File: src/design/nlpd_pkg.sv
package nlpd_pkg;

	localparam int SlotCount = 4;
	localparam int IdCount   = 4;
	localparam int WordW     = 32;
	localparam int SlotW     = 2;
	localparam int RegIdxW   = 3;

	localparam logic [WordW-1:0] EndTypeReset     = 32'h1000_0000;
	localparam logic [WordW-1:0] IgnoredMaskReset = 32'd22;

	typedef enum logic [RegIdxW-1:0] {
		REG_SUB_ID_0,
		REG_SUB_ID_1,
		REG_SUB_ID_2,
		REG_SUB_ID_3,
		REG_SLOT_ENABLE,
		REG_EVENTS_TYPE,
		REG_END_TYPE,
		REG_IGNORED_MASK
	} reg_idx_t;

	typedef enum logic [3:0] {
		PH_IDLE,
		PH_ENDIAN,
		PH_TYPE,
		PH_SKIP,
		PH_OPTSIZE,
		PH_OPTIONS,
		PH_HEADER,
		PH_NEVENTS,
		PH_EVSIZE,
		PH_EVHEAD,
		PH_SEVID,
		PH_SEVSIZE,
		PH_PAYLOAD,
		PH_TRAILING,
		PH_DISCARD
	} phase_t;

	typedef enum logic [1:0] {
		KIND_NONE,
		KIND_EVENTS,
		KIND_SKIP_MORE,
		KIND_SKIP_END
	} kind_t;

	typedef enum logic [1:0] {
		ST_RUNNING,
		ST_MORE,
		ST_NO_MORE,
		ST_ERROR
	} status_t;

	typedef enum logic [2:0] {
		ERR_NONE,
		ERR_TRUNCATED,
		ERR_UNKNOWN_TYPE,
		ERR_EXTRA_WORDS,
		ERR_EVENT_MISMATCH,
		ERR_UNKNOWN_ID
	} err_t;

	typedef struct packed {
		logic [IdCount-1:0][WordW-1:0] sub_id;
		logic [IdCount-1:0]            slot_enable;
		logic [WordW-1:0]              events_type;
		logic [WordW-1:0]              end_type;
		logic [WordW-1:0]              ignored_mask;
	} cfg_t;

	typedef struct packed {
		logic [WordW-1:0] word;
		logic             first_word;
		logic             last_word;
	} in_t;

	typedef struct packed {
		logic             payload_valid;
		logic [WordW-1:0] payload;
		logic             empty_subevent;
		logic             end_of_subevent;
		logic [WordW-1:0] ev_num;
		logic [WordW-1:0] subevent_tag;
		logic [SlotW-1:0] unpacker_slot;
		logic [1:0]       cluster_status;
		logic [2:0]       error_code;
		logic [WordW-1:0] event_cluster_total;
		logic [WordW-1:0] event_total;
		logic [WordW-1:0] subevent_total;
	} out_t;

endpackage

File: src/design/nlpd_in_if.sv
interface nlpd_in_if;
	logic         valid;
	logic         ready;
	nlpd_pkg::in_t data;

	modport source (output valid, output data, input ready);
	modport sink (input valid, input data, output ready);
endinterface

File: src/design/nlpd_out_if.sv
interface nlpd_out_if;
	logic          valid;
	logic          ready;
	nlpd_pkg::out_t data;

	modport source (output valid, output data, input ready);
	modport sink (input valid, input data, output ready);
endinterface

File: src/design/nlpd_cfg_regs.sv
module nlpd_cfg_regs (
	input  logic                           clk,
	input  logic                           arst_n,
	input  logic                           cfg_write,
	input  logic [nlpd_pkg::RegIdxW-1:0]   cfg_index,
	input  logic [nlpd_pkg::WordW-1:0]     cfg_data,
	output nlpd_pkg::cfg_t                 cfg
);

	nlpd_pkg::cfg_t cfg_q;

	always_ff @(posedge clk or negedge arst_n) begin
		if (!arst_n) begin
			cfg_q.sub_id       <= '0;
			cfg_q.slot_enable  <= '0;
			cfg_q.events_type  <= '0;
			cfg_q.end_type     <= nlpd_pkg::EndTypeReset;
			cfg_q.ignored_mask <= nlpd_pkg::IgnoredMaskReset;
		end else if (cfg_write) begin
			case (cfg_index)
				nlpd_pkg::REG_SUB_ID_0:     cfg_q.sub_id[0] <= cfg_data;
				nlpd_pkg::REG_SUB_ID_1:     cfg_q.sub_id[1] <= cfg_data;
				nlpd_pkg::REG_SUB_ID_2:     cfg_q.sub_id[2] <= cfg_data;
				nlpd_pkg::REG_SUB_ID_3:     cfg_q.sub_id[3] <= cfg_data;
				nlpd_pkg::REG_SLOT_ENABLE:  cfg_q.slot_enable <= cfg_data[nlpd_pkg::IdCount-1:0];
				nlpd_pkg::REG_EVENTS_TYPE:  cfg_q.events_type <= cfg_data;
				nlpd_pkg::REG_END_TYPE:     cfg_q.end_type <= cfg_data;
				nlpd_pkg::REG_IGNORED_MASK: cfg_q.ignored_mask <= cfg_data;
				default: ;
			endcase
		end
	end

	assign cfg = cfg_q;

endmodule

File: src/design/nlpd_parser.sv
module nlpd_parser (
	input  logic           clk,
	input  logic           arst_n,
	input  logic           advance,
	input  nlpd_pkg::in_t  item,
	input  nlpd_pkg::cfg_t cfg,
	output nlpd_pkg::out_t res
);

	nlpd_pkg::phase_t ph_q, ph_d;
	nlpd_pkg::kind_t  kind_q, kind_d;
	logic [1:0]                    hp_q, hp_d;
	logic [nlpd_pkg::WordW-1:0]    opt_q, opt_d;
	logic [nlpd_pkg::WordW-1:0]    evl_q, evl_d;
	logic [nlpd_pkg::WordW-1:0]    ewl_q, ewl_d;
	logic [nlpd_pkg::WordW-1:0]    sel_q, sel_d;
	logic [nlpd_pkg::WordW-1:0]    scte_q, scte_d;
	logic [nlpd_pkg::WordW-1:0]    swl_q, swl_d;
	logic [nlpd_pkg::WordW-1:0]    eic_q, eic_d;
	logic [nlpd_pkg::WordW-1:0]    cev_q, cev_d;
	logic [nlpd_pkg::WordW-1:0]    csub_q, csub_d;
	logic [nlpd_pkg::SlotW-1:0]    cslot_q, cslot_d;
	logic [nlpd_pkg::WordW-1:0]    ecc_q, ecc_d;
	logic [nlpd_pkg::WordW-1:0]    evc_q, evc_d;
	logic [nlpd_pkg::WordW-1:0]    sbc_q, sbc_d;

	logic                          hit;
	logic [nlpd_pkg::SlotW-1:0]    hit_slot;
	nlpd_pkg::err_t                err, err_f;
	nlpd_pkg::status_t             status;
	logic                          done, pv, empty, eos;
	logic                          fin_sub, fin_ev, begin_sub;

	// lowest enabled slot wins
	always_comb begin
		hit      = 1'b0;
		hit_slot = '0;
		for (int s = nlpd_pkg::SlotCount - 1; s >= 0; s--) begin
			if (cfg.slot_enable[s] && cfg.sub_id[s] == csub_q) begin
				hit      = 1'b1;
				hit_slot = nlpd_pkg::SlotW'(s);
			end
		end
	end

	always_comb begin : next_state
		ph_d      = ph_q;
		kind_d    = kind_q;
		hp_d      = hp_q;
		opt_d     = opt_q;
		evl_d     = evl_q;
		ewl_d     = ewl_q;
		sel_d     = sel_q;
		scte_d    = scte_q;
		swl_d     = swl_q;
		eic_d     = eic_q;
		cev_d     = cev_q;
		csub_d    = csub_q;
		cslot_d   = cslot_q;
		ecc_d     = ecc_q;
		evc_d     = evc_q;
		sbc_d     = sbc_q;
		err       = nlpd_pkg::ERR_NONE;
		done      = 1'b0;
		pv        = 1'b0;
		empty     = 1'b0;
		eos       = 1'b0;
		fin_sub   = 1'b0;
		fin_ev    = 1'b0;
		begin_sub = 1'b0;

		if (item.first_word) begin
			hp_d   = '0;
			kind_d = nlpd_pkg::KIND_NONE;
			opt_d  = '0;
			evl_d  = '0;
			ewl_d  = '0;
			sel_d  = '0;
			scte_d = '0;
			swl_d  = '0;
			eic_d  = '0;
			ph_d   = nlpd_pkg::PH_ENDIAN;
		end else begin
			case (ph_q)
				nlpd_pkg::PH_ENDIAN: ph_d = nlpd_pkg::PH_TYPE;
				nlpd_pkg::PH_TYPE: begin
					if (item.word == cfg.events_type) begin
						kind_d = nlpd_pkg::KIND_EVENTS;
						ecc_d  = ecc_q + 1'b1;
						ph_d   = nlpd_pkg::PH_OPTSIZE;
					end else if (item.word == cfg.end_type) begin
						kind_d = nlpd_pkg::KIND_SKIP_END;
						ph_d   = nlpd_pkg::PH_SKIP;
					end else if (item.word[31:5] == '0 && cfg.ignored_mask[item.word[4:0]]) begin
						kind_d = nlpd_pkg::KIND_SKIP_MORE;
						ph_d   = nlpd_pkg::PH_SKIP;
					end else begin
						err = nlpd_pkg::ERR_UNKNOWN_TYPE;
					end
				end
				nlpd_pkg::PH_OPTSIZE: begin
					opt_d = item.word;
					hp_d  = '0;
					ph_d  = (item.word != '0) ? nlpd_pkg::PH_OPTIONS : nlpd_pkg::PH_HEADER;
				end
				nlpd_pkg::PH_OPTIONS: begin
					opt_d = opt_q - 1'b1;
					if (opt_q == 32'd1)
						ph_d = nlpd_pkg::PH_HEADER;
				end
				nlpd_pkg::PH_HEADER: begin
					if (hp_q >= 2'd2)
						ph_d = nlpd_pkg::PH_NEVENTS;
					else
						hp_d = hp_q + 1'b1;
				end
				nlpd_pkg::PH_NEVENTS: begin
					evl_d = item.word;
					eic_d = item.word;
					if (item.word == '0)
						done = 1'b1;
					else
						ph_d = nlpd_pkg::PH_EVSIZE;
				end
				nlpd_pkg::PH_EVSIZE: begin
					if (item.word < 32'd3) begin
						err = nlpd_pkg::ERR_TRUNCATED;
					end else begin
						ewl_d = item.word;
						hp_d  = '0;
						ph_d  = nlpd_pkg::PH_EVHEAD;
					end
				end
				nlpd_pkg::PH_EVHEAD: begin
					ewl_d = ewl_q - 1'b1;
					if (hp_q == 2'd0) begin
						cev_d = item.word;
						hp_d  = 2'd1;
					end else if (hp_q == 2'd1) begin
						hp_d = 2'd2;
					end else begin
						sel_d  = item.word;
						scte_d = item.word;
						if (item.word == '0)
							fin_ev = 1'b1;
						else
							begin_sub = 1'b1;
					end
				end
				nlpd_pkg::PH_SEVID: begin
					csub_d = item.word;
					ewl_d  = ewl_q - 1'b1;
					ph_d   = nlpd_pkg::PH_SEVSIZE;
				end
				nlpd_pkg::PH_SEVSIZE: begin
					ewl_d = ewl_q - 1'b1;
					if (item.word > ewl_d) begin
						err = nlpd_pkg::ERR_TRUNCATED;
					end else if (!hit) begin
						err = nlpd_pkg::ERR_UNKNOWN_ID;
					end else begin
						cslot_d = hit_slot;
						swl_d   = item.word;
						if (item.word == '0) begin
							empty   = 1'b1;
							eos     = 1'b1;
							fin_sub = 1'b1;
						end else begin
							ph_d = nlpd_pkg::PH_PAYLOAD;
						end
					end
				end
				nlpd_pkg::PH_PAYLOAD: begin
					pv    = 1'b1;
					ewl_d = ewl_q - 1'b1;
					swl_d = swl_q - 1'b1;
					if (swl_q == 32'd1) begin
						eos     = 1'b1;
						fin_sub = 1'b1;
					end
				end
				nlpd_pkg::PH_TRAILING: err = nlpd_pkg::ERR_EXTRA_WORDS;
				default: ;
			endcase
		end

		if (fin_sub) begin
			sel_d = sel_q - 1'b1;
			if (sel_q == 32'd1)
				fin_ev = 1'b1;
			else
				begin_sub = 1'b1;
		end
		if (begin_sub) begin
			if (ewl_d < 32'd2)
				err = nlpd_pkg::ERR_TRUNCATED;
			else
				ph_d = nlpd_pkg::PH_SEVID;
		end
		if (fin_ev) begin
			if (ewl_d != '0) begin
				err = nlpd_pkg::ERR_EVENT_MISMATCH;
			end else begin
				sbc_d = sbc_q + scte_d;
				evl_d = evl_q - 1'b1;
				if (evl_q == 32'd1)
					done = 1'b1;
				else
					ph_d = nlpd_pkg::PH_EVSIZE;
			end
		end

		// end-of-cluster resolution
		err_f  = err;
		status = nlpd_pkg::ST_RUNNING;
		if (item.last_word && (err == nlpd_pkg::ERR_EVENT_MISMATCH ||
				err == nlpd_pkg::ERR_UNKNOWN_ID))
			err_f = nlpd_pkg::ERR_TRUNCATED;
		if (err_f != nlpd_pkg::ERR_NONE) begin
			status = nlpd_pkg::ST_ERROR;
			ph_d   = item.last_word ? nlpd_pkg::PH_IDLE : nlpd_pkg::PH_DISCARD;
		end else if (done) begin
			if (item.last_word) begin
				status = nlpd_pkg::ST_MORE;
				evc_d  = evc_q + eic_d;
				ph_d   = nlpd_pkg::PH_IDLE;
			end else begin
				ph_d = nlpd_pkg::PH_TRAILING;
			end
		end else if (item.last_word) begin
			if (ph_d == nlpd_pkg::PH_SKIP) begin
				status = (kind_d == nlpd_pkg::KIND_SKIP_END) ?
					nlpd_pkg::ST_NO_MORE : nlpd_pkg::ST_MORE;
			end else if (ph_d != nlpd_pkg::PH_IDLE && ph_d != nlpd_pkg::PH_DISCARD) begin
				status = nlpd_pkg::ST_ERROR;
				err_f  = nlpd_pkg::ERR_TRUNCATED;
			end
			ph_d = nlpd_pkg::PH_IDLE;
		end
	end

	always_comb begin : outputs
		res.payload_valid       = pv;
		res.payload             = pv ? item.word : '0;
		res.empty_subevent      = empty;
		res.end_of_subevent     = eos;
		res.ev_num              = (pv || empty) ? cev_d : '0;
		res.subevent_tag        = (pv || empty) ? csub_d : '0;
		res.unpacker_slot       = (pv || empty) ? cslot_d : '0;
		res.cluster_status      = status;
		res.error_code          = (status == nlpd_pkg::ST_ERROR) ? err_f : nlpd_pkg::ERR_NONE;
		res.event_cluster_total = ecc_d;
		res.event_total         = evc_d;
		res.subevent_total      = sbc_d;
	end

	always_ff @(posedge clk or negedge arst_n) begin
		if (!arst_n) begin
			ph_q    <= nlpd_pkg::PH_IDLE;
			kind_q  <= nlpd_pkg::KIND_NONE;
			hp_q    <= '0;
			opt_q   <= '0;
			evl_q   <= '0;
			ewl_q   <= '0;
			sel_q   <= '0;
			scte_q  <= '0;
			swl_q   <= '0;
			eic_q   <= '0;
			cev_q   <= '0;
			csub_q  <= '0;
			cslot_q <= '0;
			ecc_q   <= '0;
			evc_q   <= '0;
			sbc_q   <= '0;
		end else if (advance) begin
			ph_q    <= ph_d;
			kind_q  <= kind_d;
			hp_q    <= hp_d;
			opt_q   <= opt_d;
			evl_q   <= evl_d;
			ewl_q   <= ewl_d;
			sel_q   <= sel_d;
			scte_q  <= scte_d;
			swl_q   <= swl_d;
			eic_q   <= eic_d;
			cev_q   <= cev_d;
			csub_q  <= csub_d;
			cslot_q <= cslot_d;
			ecc_q   <= ecc_d;
			evc_q   <= evc_d;
			sbc_q   <= sbc_d;
		end
	end

	a_status_err: assert property (@(posedge clk) disable iff (!arst_n)
		advance |-> ((res.cluster_status == nlpd_pkg::ST_ERROR) == (res.error_code != '0)))
		else $error("status and error code disagree");

	a_empty_eos: assert property (@(posedge clk) disable iff (!arst_n)
		(advance && res.empty_subevent) |-> (res.end_of_subevent && !res.payload_valid))
		else $error("empty subevent without end mark");

	a_idle_stays: assert property (@(posedge clk) disable iff (!arst_n)
		(advance && ph_q == nlpd_pkg::PH_IDLE && !item.first_word) |=> ph_q == nlpd_pkg::PH_IDLE)
		else $error("left idle without a first word");

	a_ecc_step: assert property (@(posedge clk) disable iff (!arst_n)
		(ecc_q != $past(ecc_q)) |-> (ecc_q == $past(ecc_q) + 32'd1))
		else $error("cluster counter jumped");

endmodule

File: src/design/nested_length_prefixed_deframer.sv
// channel  dir  word fields
// in_ch    in   word[31:0], first_word, last_word
// out_ch   out  payload tags, cluster_status, error_code, totals
// cfg      in   cfg_write, cfg_index[2:0], cfg_data[31:0]
//
// One word per cycle sustained while out_ch is ready: input register,
// one pass of parse logic, result register; an out_ch stall holds both.
// in_ch.ready falls only when both registers are full and out_ch stalls.
// arst_n at once clears parse, counter and valid state and resets the config.
module nested_length_prefixed_deframer (
	input  logic                         clk,
	input  logic                         arst_n,
	nlpd_in_if.sink                      in_ch,
	nlpd_out_if.source                   out_ch,
	input  logic                         cfg_write,
	input  logic [nlpd_pkg::RegIdxW-1:0] cfg_index,
	input  logic [nlpd_pkg::WordW-1:0]   cfg_data
);

	nlpd_pkg::cfg_t cfg;
	nlpd_pkg::in_t  item_s1;
	nlpd_pkg::out_t res;
	nlpd_pkg::out_t res_s2;
	logic           valid_s1;
	logic           valid_s2;
	logic           advance;
	logic           take;

	nlpd_cfg_regs u_cfg (
		.clk       (clk),
		.arst_n    (arst_n),
		.cfg_write (cfg_write),
		.cfg_index (cfg_index),
		.cfg_data  (cfg_data),
		.cfg       (cfg)
	);

	nlpd_parser u_parser (
		.clk     (clk),
		.arst_n  (arst_n),
		.advance (advance),
		.item    (item_s1),
		.cfg     (cfg),
		.res     (res)
	);

	assign advance      = valid_s1 && (!valid_s2 || out_ch.ready);
	assign in_ch.ready  = !valid_s1 || advance;
	assign take         = in_ch.valid && in_ch.ready;
	assign out_ch.valid = valid_s2;
	assign out_ch.data  = res_s2;

	always_ff @(posedge clk or negedge arst_n) begin
		if (!arst_n) begin
			valid_s1 <= 1'b0;
			valid_s2 <= 1'b0;
		end else begin
			if (take)
				valid_s1 <= 1'b1;
			else if (advance)
				valid_s1 <= 1'b0;
			if (advance)
				valid_s2 <= 1'b1;
			else if (out_ch.ready)
				valid_s2 <= 1'b0;
		end
	end

	always_ff @(posedge clk) begin
		if (take)
			item_s1 <= in_ch.data;
		if (advance)
			res_s2 <= res;
	end

endmodule

File: src/flat_wrapper.sv
// flat-port wrapper written by rule: the top's interface ports become plain ports
module nested_length_prefixed_deframer_flat 
  (clk, arst_n, cfg_write, cfg_index, cfg_data, in_ch_valid, in_ch_data, in_ch_ready, out_ch_valid, out_ch_data, out_ch_ready);
  nlpd_in_if in_ch_i ();
  nlpd_out_if out_ch_i ();
  input  logic clk;
  input  logic arst_n;
  input  logic cfg_write;
  input  logic [nlpd_pkg::RegIdxW-1:0] cfg_index;
  input  logic [nlpd_pkg::WordW-1:0] cfg_data;
  input wire logic [$bits(in_ch_i.valid)-1:0] in_ch_valid;
  input wire logic [$bits(in_ch_i.data)-1:0] in_ch_data;
  output wire logic [$bits(in_ch_i.ready)-1:0] in_ch_ready;
  output wire logic [$bits(out_ch_i.valid)-1:0] out_ch_valid;
  output wire logic [$bits(out_ch_i.data)-1:0] out_ch_data;
  input wire logic [$bits(out_ch_i.ready)-1:0] out_ch_ready;
  assign in_ch_i.valid = in_ch_valid;
  assign in_ch_i.data = in_ch_data;
  assign in_ch_ready = in_ch_i.ready;
  assign out_ch_valid = out_ch_i.valid;
  assign out_ch_data = out_ch_i.data;
  assign out_ch_i.ready = out_ch_ready;
  nested_length_prefixed_deframer u_core (.clk(clk), .arst_n(arst_n), .in_ch(in_ch_i), .out_ch(out_ch_i), .cfg_write(cfg_write), .cfg_index(cfg_index), .cfg_data(cfg_data));
endmodule
File: config.mk
export PLATFORM = sky130hd
export DESIGN_NAME = nested_length_prefixed_deframer_flat
export DESIGN_NICKNAME = d
export VERILOG_FILES = /design/src/design/nlpd_pkg.sv /design/src/design/nlpd_in_if.sv /design/src/design/nlpd_out_if.sv /design/src/design/nlpd_cfg_regs.sv /design/src/design/nlpd_parser.sv /design/src/design/nested_length_prefixed_deframer.sv /design/src/flat_wrapper.sv
export SDC_FILE = /design/constraint.sdc
export NUM_CORES = 2
export LEC_CHECK = 0
export BUFFER_PORTS_ARGS = -buffer_cell sky130_fd_sc_hd__buf_2
export CAP_MARGIN = 30
export CORE_MARGIN = 2
export CORE_UTILIZATION = 44
export DETAILED_ROUTE_END_ITERATION = 12
export GPL_TIMING_DRIVEN = 0
export PLACE_DENSITY = 0.59
export SYNTH_ARGS = -nofsm -noshare
export SYNTH_HDL_FRONTEND = slang
export SYNTH_HIERARCHICAL = 1
export SYNTH_SLANG_ARGS = --single-unit
File: constraint.sdc
create_clock -name clk -period 11.9 [get_ports clk]
set_input_delay 1.19 -clock clk [delete_from_list [all_inputs] [get_ports clk]]
set_output_delay 1.19 -clock clk [all_outputs]
set_load 0.02 [all_outputs]
* Word-level counts from Yosys, hierarchy flattened *
Cells that the tools add are included.

storage, ports and cells
  bits in registers = 860
  output and inout port bits = 204

operators by class
  $add $sub $neg = 9
  $lt $le $gt $ge = 5
  equal/unequal tests = 43
  multiplexer cells = 142
  reductions and logical operators = 42

operators with widths
  operator                                                                  number
  32-bit 2-to-1 mux                                                         34
  32-bit == test                                                            6
  32-bit case mux with 2 select lines                                       3
  32-bit by 1-bit subtractor with 32-bit output (second input constant)     5
  32-bit by 1-bit == test with 1-bit output (second input constant)         4
  4-bit 2-to-1 mux                                                          21
  32-bit adder                                                              2
  32-bit by 2-bit < comparator with 1-bit output (second input constant)    2
  32-bit nonzero test                                                       2
  2-bit 2-to-1 mux                                                          28
  3-bit 2-to-1 mux                                                          13
  1-bit 2-to-1 mux                                                          38
  4-bit case mux with 9 select lines                                        1
  32-bit by 1-bit adder with 32-bit output (second input constant)          1
  32-bit > comparator                                                       1
  32-bit logical NOT                                                        1
  27-bit logical NOT                                                        1
  4-bit == test (second input constant)                                     6
  3-bit == test (second input constant)                                     6
  3-bit by 2-bit inequality test with 1-bit output (second input constant)  6
  2-bit AND reduction                                                       9
  4-bit by 3-bit == test with 1-bit output (second input constant)          4
  3-bit case mux with 4 select lines                                        1
  3-bit nonzero test                                                        4
  25 further kinds                                                          42

* Depth between registers and ports, before layout *
  word-level depth = 23
  mapped depth = 25
  depth with buffers taken out = 22

* By module *
The synthesis kept the hierarchy.

by module, submodules not included
  module                           times used  cells an instance  area an instance (sq um)  seq. area each (sq um)
  nlpd_parser                      1           3746               30603.1                   9859.5
  nlpd_cfg_regs                    1           491                8589.5                    5710.5
  nested_length_prefixed_deframer  1           244                7190.6                    7136.8

* Worst setup path after synthesis *
No wires, ideal clock.

  path kind = input to register
  start point = input port out_ch_ready
  end point = register u_core/u_parser/sbc_q[0] (netlist bit)
  library setup time = 125 ps
  data arrival time = 7591 ps
  slack = 4184 ps
  stages on the path = 8
  path through = nand2b_1 -> and2_1 -> clkbuf_1 -> nand2_1 -> or4_4 -> buf_6 -> buf_6 -> mux2_4

between the ends
  word-level cells in the longest chain between the ends = 2

RTL lines
  item                  RTL line                               RTL
  from (decl)           flat_wrapper.sv:16                     input wire logic [$bits(out_ch_i.ready)-1:0] out_ch_ready;
  1-bit logical OR      nested_length_prefixed_deframer.sv:47  assign advance = valid_s1 && (!valid_s2 || out_ch.ready);
  1-bit logical AND     nested_length_prefixed_deframer.sv:47
  net u_core.advance    nested_length_prefixed_deframer.sv:26  logic advance;
  to (signal assigned)  nlpd_parser.sv:274                     sbc_q <= '0;
  to (signal assigned)  nlpd_parser.sv:291                     sbc_q <= sbc_d;
  to (decl)             nlpd_parser.sv:25                      logic [nlpd_pkg::WordW-1:0] sbc_q, sbc_d;

The timed path passes the listed nets, and every way through them passes these cells.
A chain may end at the register's enable or synchronous reset.

* Final worst setup path *
  start point = register u_core/u_parser/ewl_q[0] (netlist bit)
  end point = register u_core.res_s2, in the netlist u_core/out_ch.data[96], data pin

between the ends
  word-level cells in the longest chain between the ends = 18

RTL lines
  item                                                        RTL line                                RTL
  from (decl)                                                 nlpd_parser.sv:15                       logic [nlpd_pkg::WordW-1:0] ewl_q, ewl_d;
  from (signal assigned)                                      nlpd_parser.sv:281                      ewl_q <= ewl_d;
  32-bit by 1-bit subtractor with 32-bit output               n/a
  32-bit > comparator                                         nlpd_parser.sv:157                      if (item.word > ewl_d) begin
  4-bit 2-to-1 mux (tied with other cells)                    nlpd_parser.sv:157
  4-bit case mux with 9 select lines (tied with other cells)  nlpd_parser.sv:84                       case (ph_q)
  4-bit 2-to-1 mux (tied with other cells)                    nlpd_parser.sv:72                       if (item.first_word) begin
  4-bit 2-to-1 mux (tied with other cells)                    nlpd_parser.sv:195                      if (ewl_d < 32'd2)
  4-bit 2-to-1 mux or 3-bit 2-to-1 mux (tied branches)        nlpd_parser.sv:194                      if (begin_sub) begin
  4-bit 2-to-1 mux or 3-bit 2-to-1 mux (tied branches)        nlpd_parser.sv:206, nlpd_parser.sv:201
  [... 2 more ...]                                            n/a
  4-bit inequality test (tied with other cells)               nlpd_parser.sv:234                      end else if (ph_d != nlpd_pkg::PH_IDLE && ph_d != nlpd_pkg::PH_DISCARD) begin
  1-bit logical AND (on tied branches)                        nlpd_parser.sv:234, nlpd_parser.sv:216
  2-bit 2-to-1 mux or 3-bit 2-to-1 mux (tied branches)        nlpd_parser.sv:234, nlpd_parser.sv:216
  2-bit 2-to-1 mux or 3-bit 2-to-1 mux (tied branches)        nlpd_parser.sv:231, nlpd_parser.sv:234
  2-bit 2-to-1 mux or 3-bit 2-to-1 mux (tied branches)        nlpd_parser.sv:230, nlpd_parser.sv:231
  2-bit 2-to-1 mux or 3-bit 2-to-1 mux (tied branches)        nlpd_parser.sv:222, nlpd_parser.sv:230
  2-bit 2-to-1 mux or 3-bit 2-to-1 mux (tied branches)        nlpd_parser.sv:219, nlpd_parser.sv:222
  2-bit == test or 3-bit 2-to-1 mux (tied branches)           nlpd_parser.sv:251, nlpd_parser.sv:219
  to (signal assigned)                                        nested_length_prefixed_deframer.sv:73   res_s2 <= res;
  to (decl)                                                   nested_length_prefixed_deframer.sv:23   nlpd_pkg::out_t res_s2;

Several ways; a longest one is shown, not always the timed one.

==> results.rst <==
.. list-table::
   :header-rows: 1

   * - Metric
     - Value
   * - WL final
     - 164,000 um
   * - Setup repair bufs after CTS
     - 0
   * - Number of placed instances, taps included
     - 6,183
   * - Total global-route track usage
     - between 20 and 30%
   * - Overall die height
     - between 300 and 400 um
   * - DRT iter0 DRCs
     - around 3,800
   * - CTS root buffer
     - sky130_fd_sc_hd__clkbuf_16
   * - Initial antenna violation count
     - 4
   * - Worst Slack Setup Final
     - approximately 4.3 ns
   * - Most crowded layer after global routing
     - met2
   * - Post-Place Worst Slack
     - 4.52 ns
   * - Fraction of final layout cells sized beyond drive strength 1
     - about a fifth
   * - RSZ-0062 raised after global routing
     - false
   * - Maximum count of clock buffers along a single path
     - 3
   * - Peak ir drop on the vdd network
     - 0.000115 V
   * - Relative slew margins
     - ~29%
   * - Tcrit/Tclk final
     - 64.2%
   * - GR Layer Usage met2
     - 46.5%
   * - Leakage power total
     - 23.3 nW
   * - Critical Path Slowest Stage Cell
     - sky130_fd_sc_hd__o31ai_1
   * - Number of cells traversed by the worst register-to-register path
     - 18
   * - Clock tree from TritonCTS
     - built
   * - Sequential cell area fraction in the yosys report
     - 49.0%
   * - Worst Hold Path Cells
     - 2
   * - Setup violations, final
     - 0
   * - Grt total ovfl
     - 0
   * - Count of max-cap constraint violations
     - 0
   * - Die Footprint
     - 108,000 um2
   * - Number of H-tree levels
     - 3
   * - Share of Yosys cell area claimed by the top area cell type
     - roughly a third
   * - Critical hold path startpoint
     - u_core/u_parser/swl_q[27]
   * - Number of iterations in the first detailed-routing pass
     - 6
   * - Slew of the pin with the lowest slew margin
     - ~1.1 ns
   * - YS warnings
     - 6
   * - Setup clock skew after layout
     - 0.0341 ns
   * - Final design utilization
     - between 50% and 60%
   * - Count of placed standard cells in the final layout, fillers left out
     - between 6,000 and 7,000
   * - Number of sinks on the clock net
     - 860
   * - Areal power density over the cells
     - ~160 nW/um2
   * - Cell taking the most area after synthesis
     - sky130_fd_sc_hd__dfrtp_1
   * - Number of register bits inferred by synthesis
     - 860
   * - Post-synth ARST share
     - 72.6%
   * - Final count of hold timing violations
     - 0
   * - Most frequent cell on the critical path
     - sky130_fd_sc_hd__ha_1
   * - Hold_buf cts
     - 0
   * - Standard cell core area
     - between 100,000 and 150,000 um2
   * - CP Launch Type
     - register
   * - Via density per instance
     - approximately 6
   * - List of cells traversed by the critical path
     - inv_1 -> ha_1 -> or4b_4 -> nor3_4 -> nand4_2 -> nor3_1 -> xnor2_1 -> ha_1 -> nand4_1 -> nor4_1 -> a21oi_1 -> o2111a_1 -> buf_2 -> nor2_1 -> o21ai_0 -> nand2_1 -> or4b_1 -> o31ai_1
   * - Placer Congestion
     - 0.997
   * - Top cells by area in the synthesized netlist
     - sky130_fd_sc_hd__dfrtp_1 (33%), sky130_fd_sc_hd__edfxtp_1 (15%), sky130_fd_sc_hd__mux2_2 (8.6%)
   * - Synthesized netlist cell count
     - 4,481
   * - Largest stage delay on the critical path
     - between 0.7 and 0.8 ns
   * - Wire length of the first global-routing pass
     - 239,000 um
   * - Final-stage net count
     - 5,076
   * - Required time of the critical path
     - approximately 12 ns
   * - Number of nets in the synthesized netlist
     - 4,664
   * - Syn_area_per_cell
     - 10.4 um2
   * - Area of the mapped netlist
     - 46,400 um2
   * - Min cycle time layout
     - 7.64 ns
   * - Final setup TNS
     - 0 ns
   * - Critical path fanouts, max
     - 10
   * - Remaining DRCs
     - 0
   * - Outcome
     - finished, final reports clean
   * - Largest net degree at the start of global routing
     - 111
   * - Number of enable flip-flop cells after synthesis
     - 236
   * - Routed wire per std cell
     - 25.7 um
   * - CTS buffer count
     - 96
   * - Cell row count
     - 119
   * - Count of cell types in the netlist
     - 101
   * - Total of cells resized after clock tree synthesis
     - 0
   * - Count of vias placed by the detailed router
     - around 38,000
   * - Met3 global-route usage
     - 5.34%
   * - Vias in the first global route
     - 36,100
   * - I/O pin cnt
     - 278
   * - Worst hold-check path type
     - reg2reg
   * - Initial Util
     - 44.2%
   * - RR Startpoint
     - u_core/u_parser/ewl_q[0]
   * - Max-slew violation count
     - 0
   * - M1 GR Usage
     - between 40% and 50%
   * - Reg-to-reg critical path endpoint
     - u_core/out_ch.data[96]
   * - Buffers added on ports
     - 273
   * - Clock insertion delay at the later pin of the skew report
     - 0.70 ns
   * - Worst hold endpoint
     - u_core/u_parser/swl_q[27]
   * - Kind of critical path
     - reg2reg
   * - Overall power after layout
     - between 8 and 9 mW
   * - Critical Path End Type
     - register
   * - Worst path arrival time
     - 8.02 ns
   * - Clock transition at the registers of the reported paths
     - 0.06 ns
   * - Detailed placer's ending HPWL
     - 120,000 um
   * - Register-to-register setup slack
     - between 4 and 5 ns
   * - Number of nets with antenna violations after routing
     - 0
   * - Area growth syn-to-layout
     - 15.7%
   * - Horiz. Die Dim
     - 329 um
   * - Prevailing post-synth register cell
     - sky130_fd_sc_hd__dfrtp_1
   * - Max Freq
     - 131 MHz
-- synth_stat cells (12+ instances only) --
master / n
sky130_fd_sc_hd__a21boi_0: 20
sky130_fd_sc_hd__a21o_1: 44
sky130_fd_sc_hd__a21oi_1: 303
sky130_fd_sc_hd__a22o_1: 70
sky130_fd_sc_hd__a22oi_1: 32
sky130_fd_sc_hd__a31oi_1: 17
sky130_fd_sc_hd__and3_1: 63
sky130_fd_sc_hd__and4_1: 12
sky130_fd_sc_hd__buf_1: 24
sky130_fd_sc_hd__buf_2: 33
sky130_fd_sc_hd__buf_6: 15
sky130_fd_sc_hd__clkbuf_1: 248
sky130_fd_sc_hd__dfrtp_1: 620
sky130_fd_sc_hd__edfxtp_1: 236
sky130_fd_sc_hd__ha_1: 107
sky130_fd_sc_hd__inv_1: 62
sky130_fd_sc_hd__mux2_1: 30
sky130_fd_sc_hd__mux2_2: 356
sky130_fd_sc_hd__mux2i_1: 36
sky130_fd_sc_hd__nand2_1: 507
sky130_fd_sc_hd__nand2b_1: 25
sky130_fd_sc_hd__nand3_1: 72
sky130_fd_sc_hd__nand4_1: 50
sky130_fd_sc_hd__nor2_1: 257
sky130_fd_sc_hd__nor2b_1: 12
sky130_fd_sc_hd__nor3_1: 118
sky130_fd_sc_hd__nor4_1: 95
sky130_fd_sc_hd__o21ai_0: 342
sky130_fd_sc_hd__o21ai_1: 20
sky130_fd_sc_hd__o22ai_1: 20
sky130_fd_sc_hd__o2bb2ai_1: 25
sky130_fd_sc_hd__or3_1: 29
sky130_fd_sc_hd__or4_1: 18
sky130_fd_sc_hd__xnor2_1: 151
sky130_fd_sc_hd__xor2_1: 197
-- through the flow --
step / hold slack (ns) / cell area [um2]
3_3_place_gp: 0.460 / 49500
4_1_cts: 0.487 / 53600
6_report: 0.488 / 53700
5_1_grt: 0.508 / 53600
2_1_floorplan: 0.441 / 46400
3_5_place_dp: 0.464 / 50200
-- critical path, delay by kind of cell, from the launching register on --
family | cells | cell delay (ns)
XOR/XNOR | 1 | 0.22
adder cells (fa/ha/maj) | 2 | 0.65
flip-flops | 1 | 0.46
AND/OR/NAND/NOR | 9 | 3.56
AO/OA/AOI/OAI | 4 | 1.93
buffers and inverters | 2 | 0.48
-- where the power goes --
group          switching (mW)  internal (mW)  total, mW
logic                    1.16          0.668       1.83
registers               0.254           3.38       3.64
clock network            1.30           1.91       3.21
-- layout by cell type (no fill, tap or decap), types with 151 or more instances in the layout --
cell type                    n
sky130_fd_sc_hd__xor2_1    197
sky130_fd_sc_hd__nand2_1   507
sky130_fd_sc_hd__nor2_1    257
sky130_fd_sc_hd__clkbuf_1  254
sky130_fd_sc_hd__buf_2     308
sky130_fd_sc_hd__o21ai_0   342
sky130_fd_sc_hd__dfrtp_1   620
sky130_fd_sc_hd__xnor2_1   151
sky130_fd_sc_hd__mux2_2    356
sky130_fd_sc_hd__a21oi_1   303
sky130_fd_sc_hd__edfxtp_1  236
-- area by class of cell --
class                   instances  area, um2
flip-flops and latches        860      22700
diodes                          5       12.5
clock inverters                50        612
multi-input cells            3228      22000
repair buffers                314       2090
well taps                    1391       1740
fillers                      9604      51300
inverters                      63        236
clock buffers                 130       2820
plain buffers                 330       1430
-- cell families (layout without fill, tap and decap cells) --
family                     Yosys count  in the layout  share of synthesized area, %
xor gates and xnor gates           348            348                          6.57
AOI/OAI and AO/OA                 1005           1005                          13.1
other                                0              5                             0
buffers and inverters              393            887                          3.58
muxes                              438            438                          10.8
DFF                                860            860                          49.0
adders and majority gates          109            109                          2.97
and+or+nand+nor                   1328           1328                          14.0
-- metal layers --
layer	vias up	wire (um)
li1	17000	-
met1	18800	68600
met2	1694	73700
met3	380	12800
met4	2	8760
met5	-	12
-- flip-flops by register name, indices dropped and copies added, names as in the netlist, 4 cells and up --
| name | count |
|---|---|
| u_core/u_parser/sel_q | 32 |
| u_core/u_parser/ph_q | 4 |
| u_core/u_parser/evc_q | 32 |
| u_core/item_s1 | 34 |
| u_core/u_parser/evl_q | 32 |
| u_core/u_parser/ewl_q | 32 |
| u_core/u_cfg/cfg | 228 |
| u_core/out_ch.data | 202 |
| u_core/u_parser/scte_q | 32 |
| u_core/u_parser/sbc_q | 32 |
| u_core/u_parser/eic_q | 32 |
| u_core/u_parser/ecc_q | 32 |
| u_core/u_parser/opt_q | 32 |
| u_core/u_parser/csub_q | 32 |
| u_core/u_parser/cev_q | 32 |
| u_core/u_parser/swl_q | 32 |
-- how the worst max path moves through the flow --
stage,to,startpoint,slack [ns]
after floorplan,u_core/u_parser/sbc_q[0],out_ch_ready,4.18
after global placement,u_core/u_parser/sbc_q[15],arst_n,-4.52
after detailed placement,u_core/out_ch.data[96],u_core/u_parser/ewl_q[0],4.52
after CTS,u_core/out_ch.data[96],u_core/u_parser/ewl_q[0],4.42
after global routing,u_core/out_ch.data[63],u_core/item_s1[1],4.24
final,u_core/out_ch.data[96],u_core/u_parser/ewl_q[0],4.26
(Power assumes the default switching activity.)
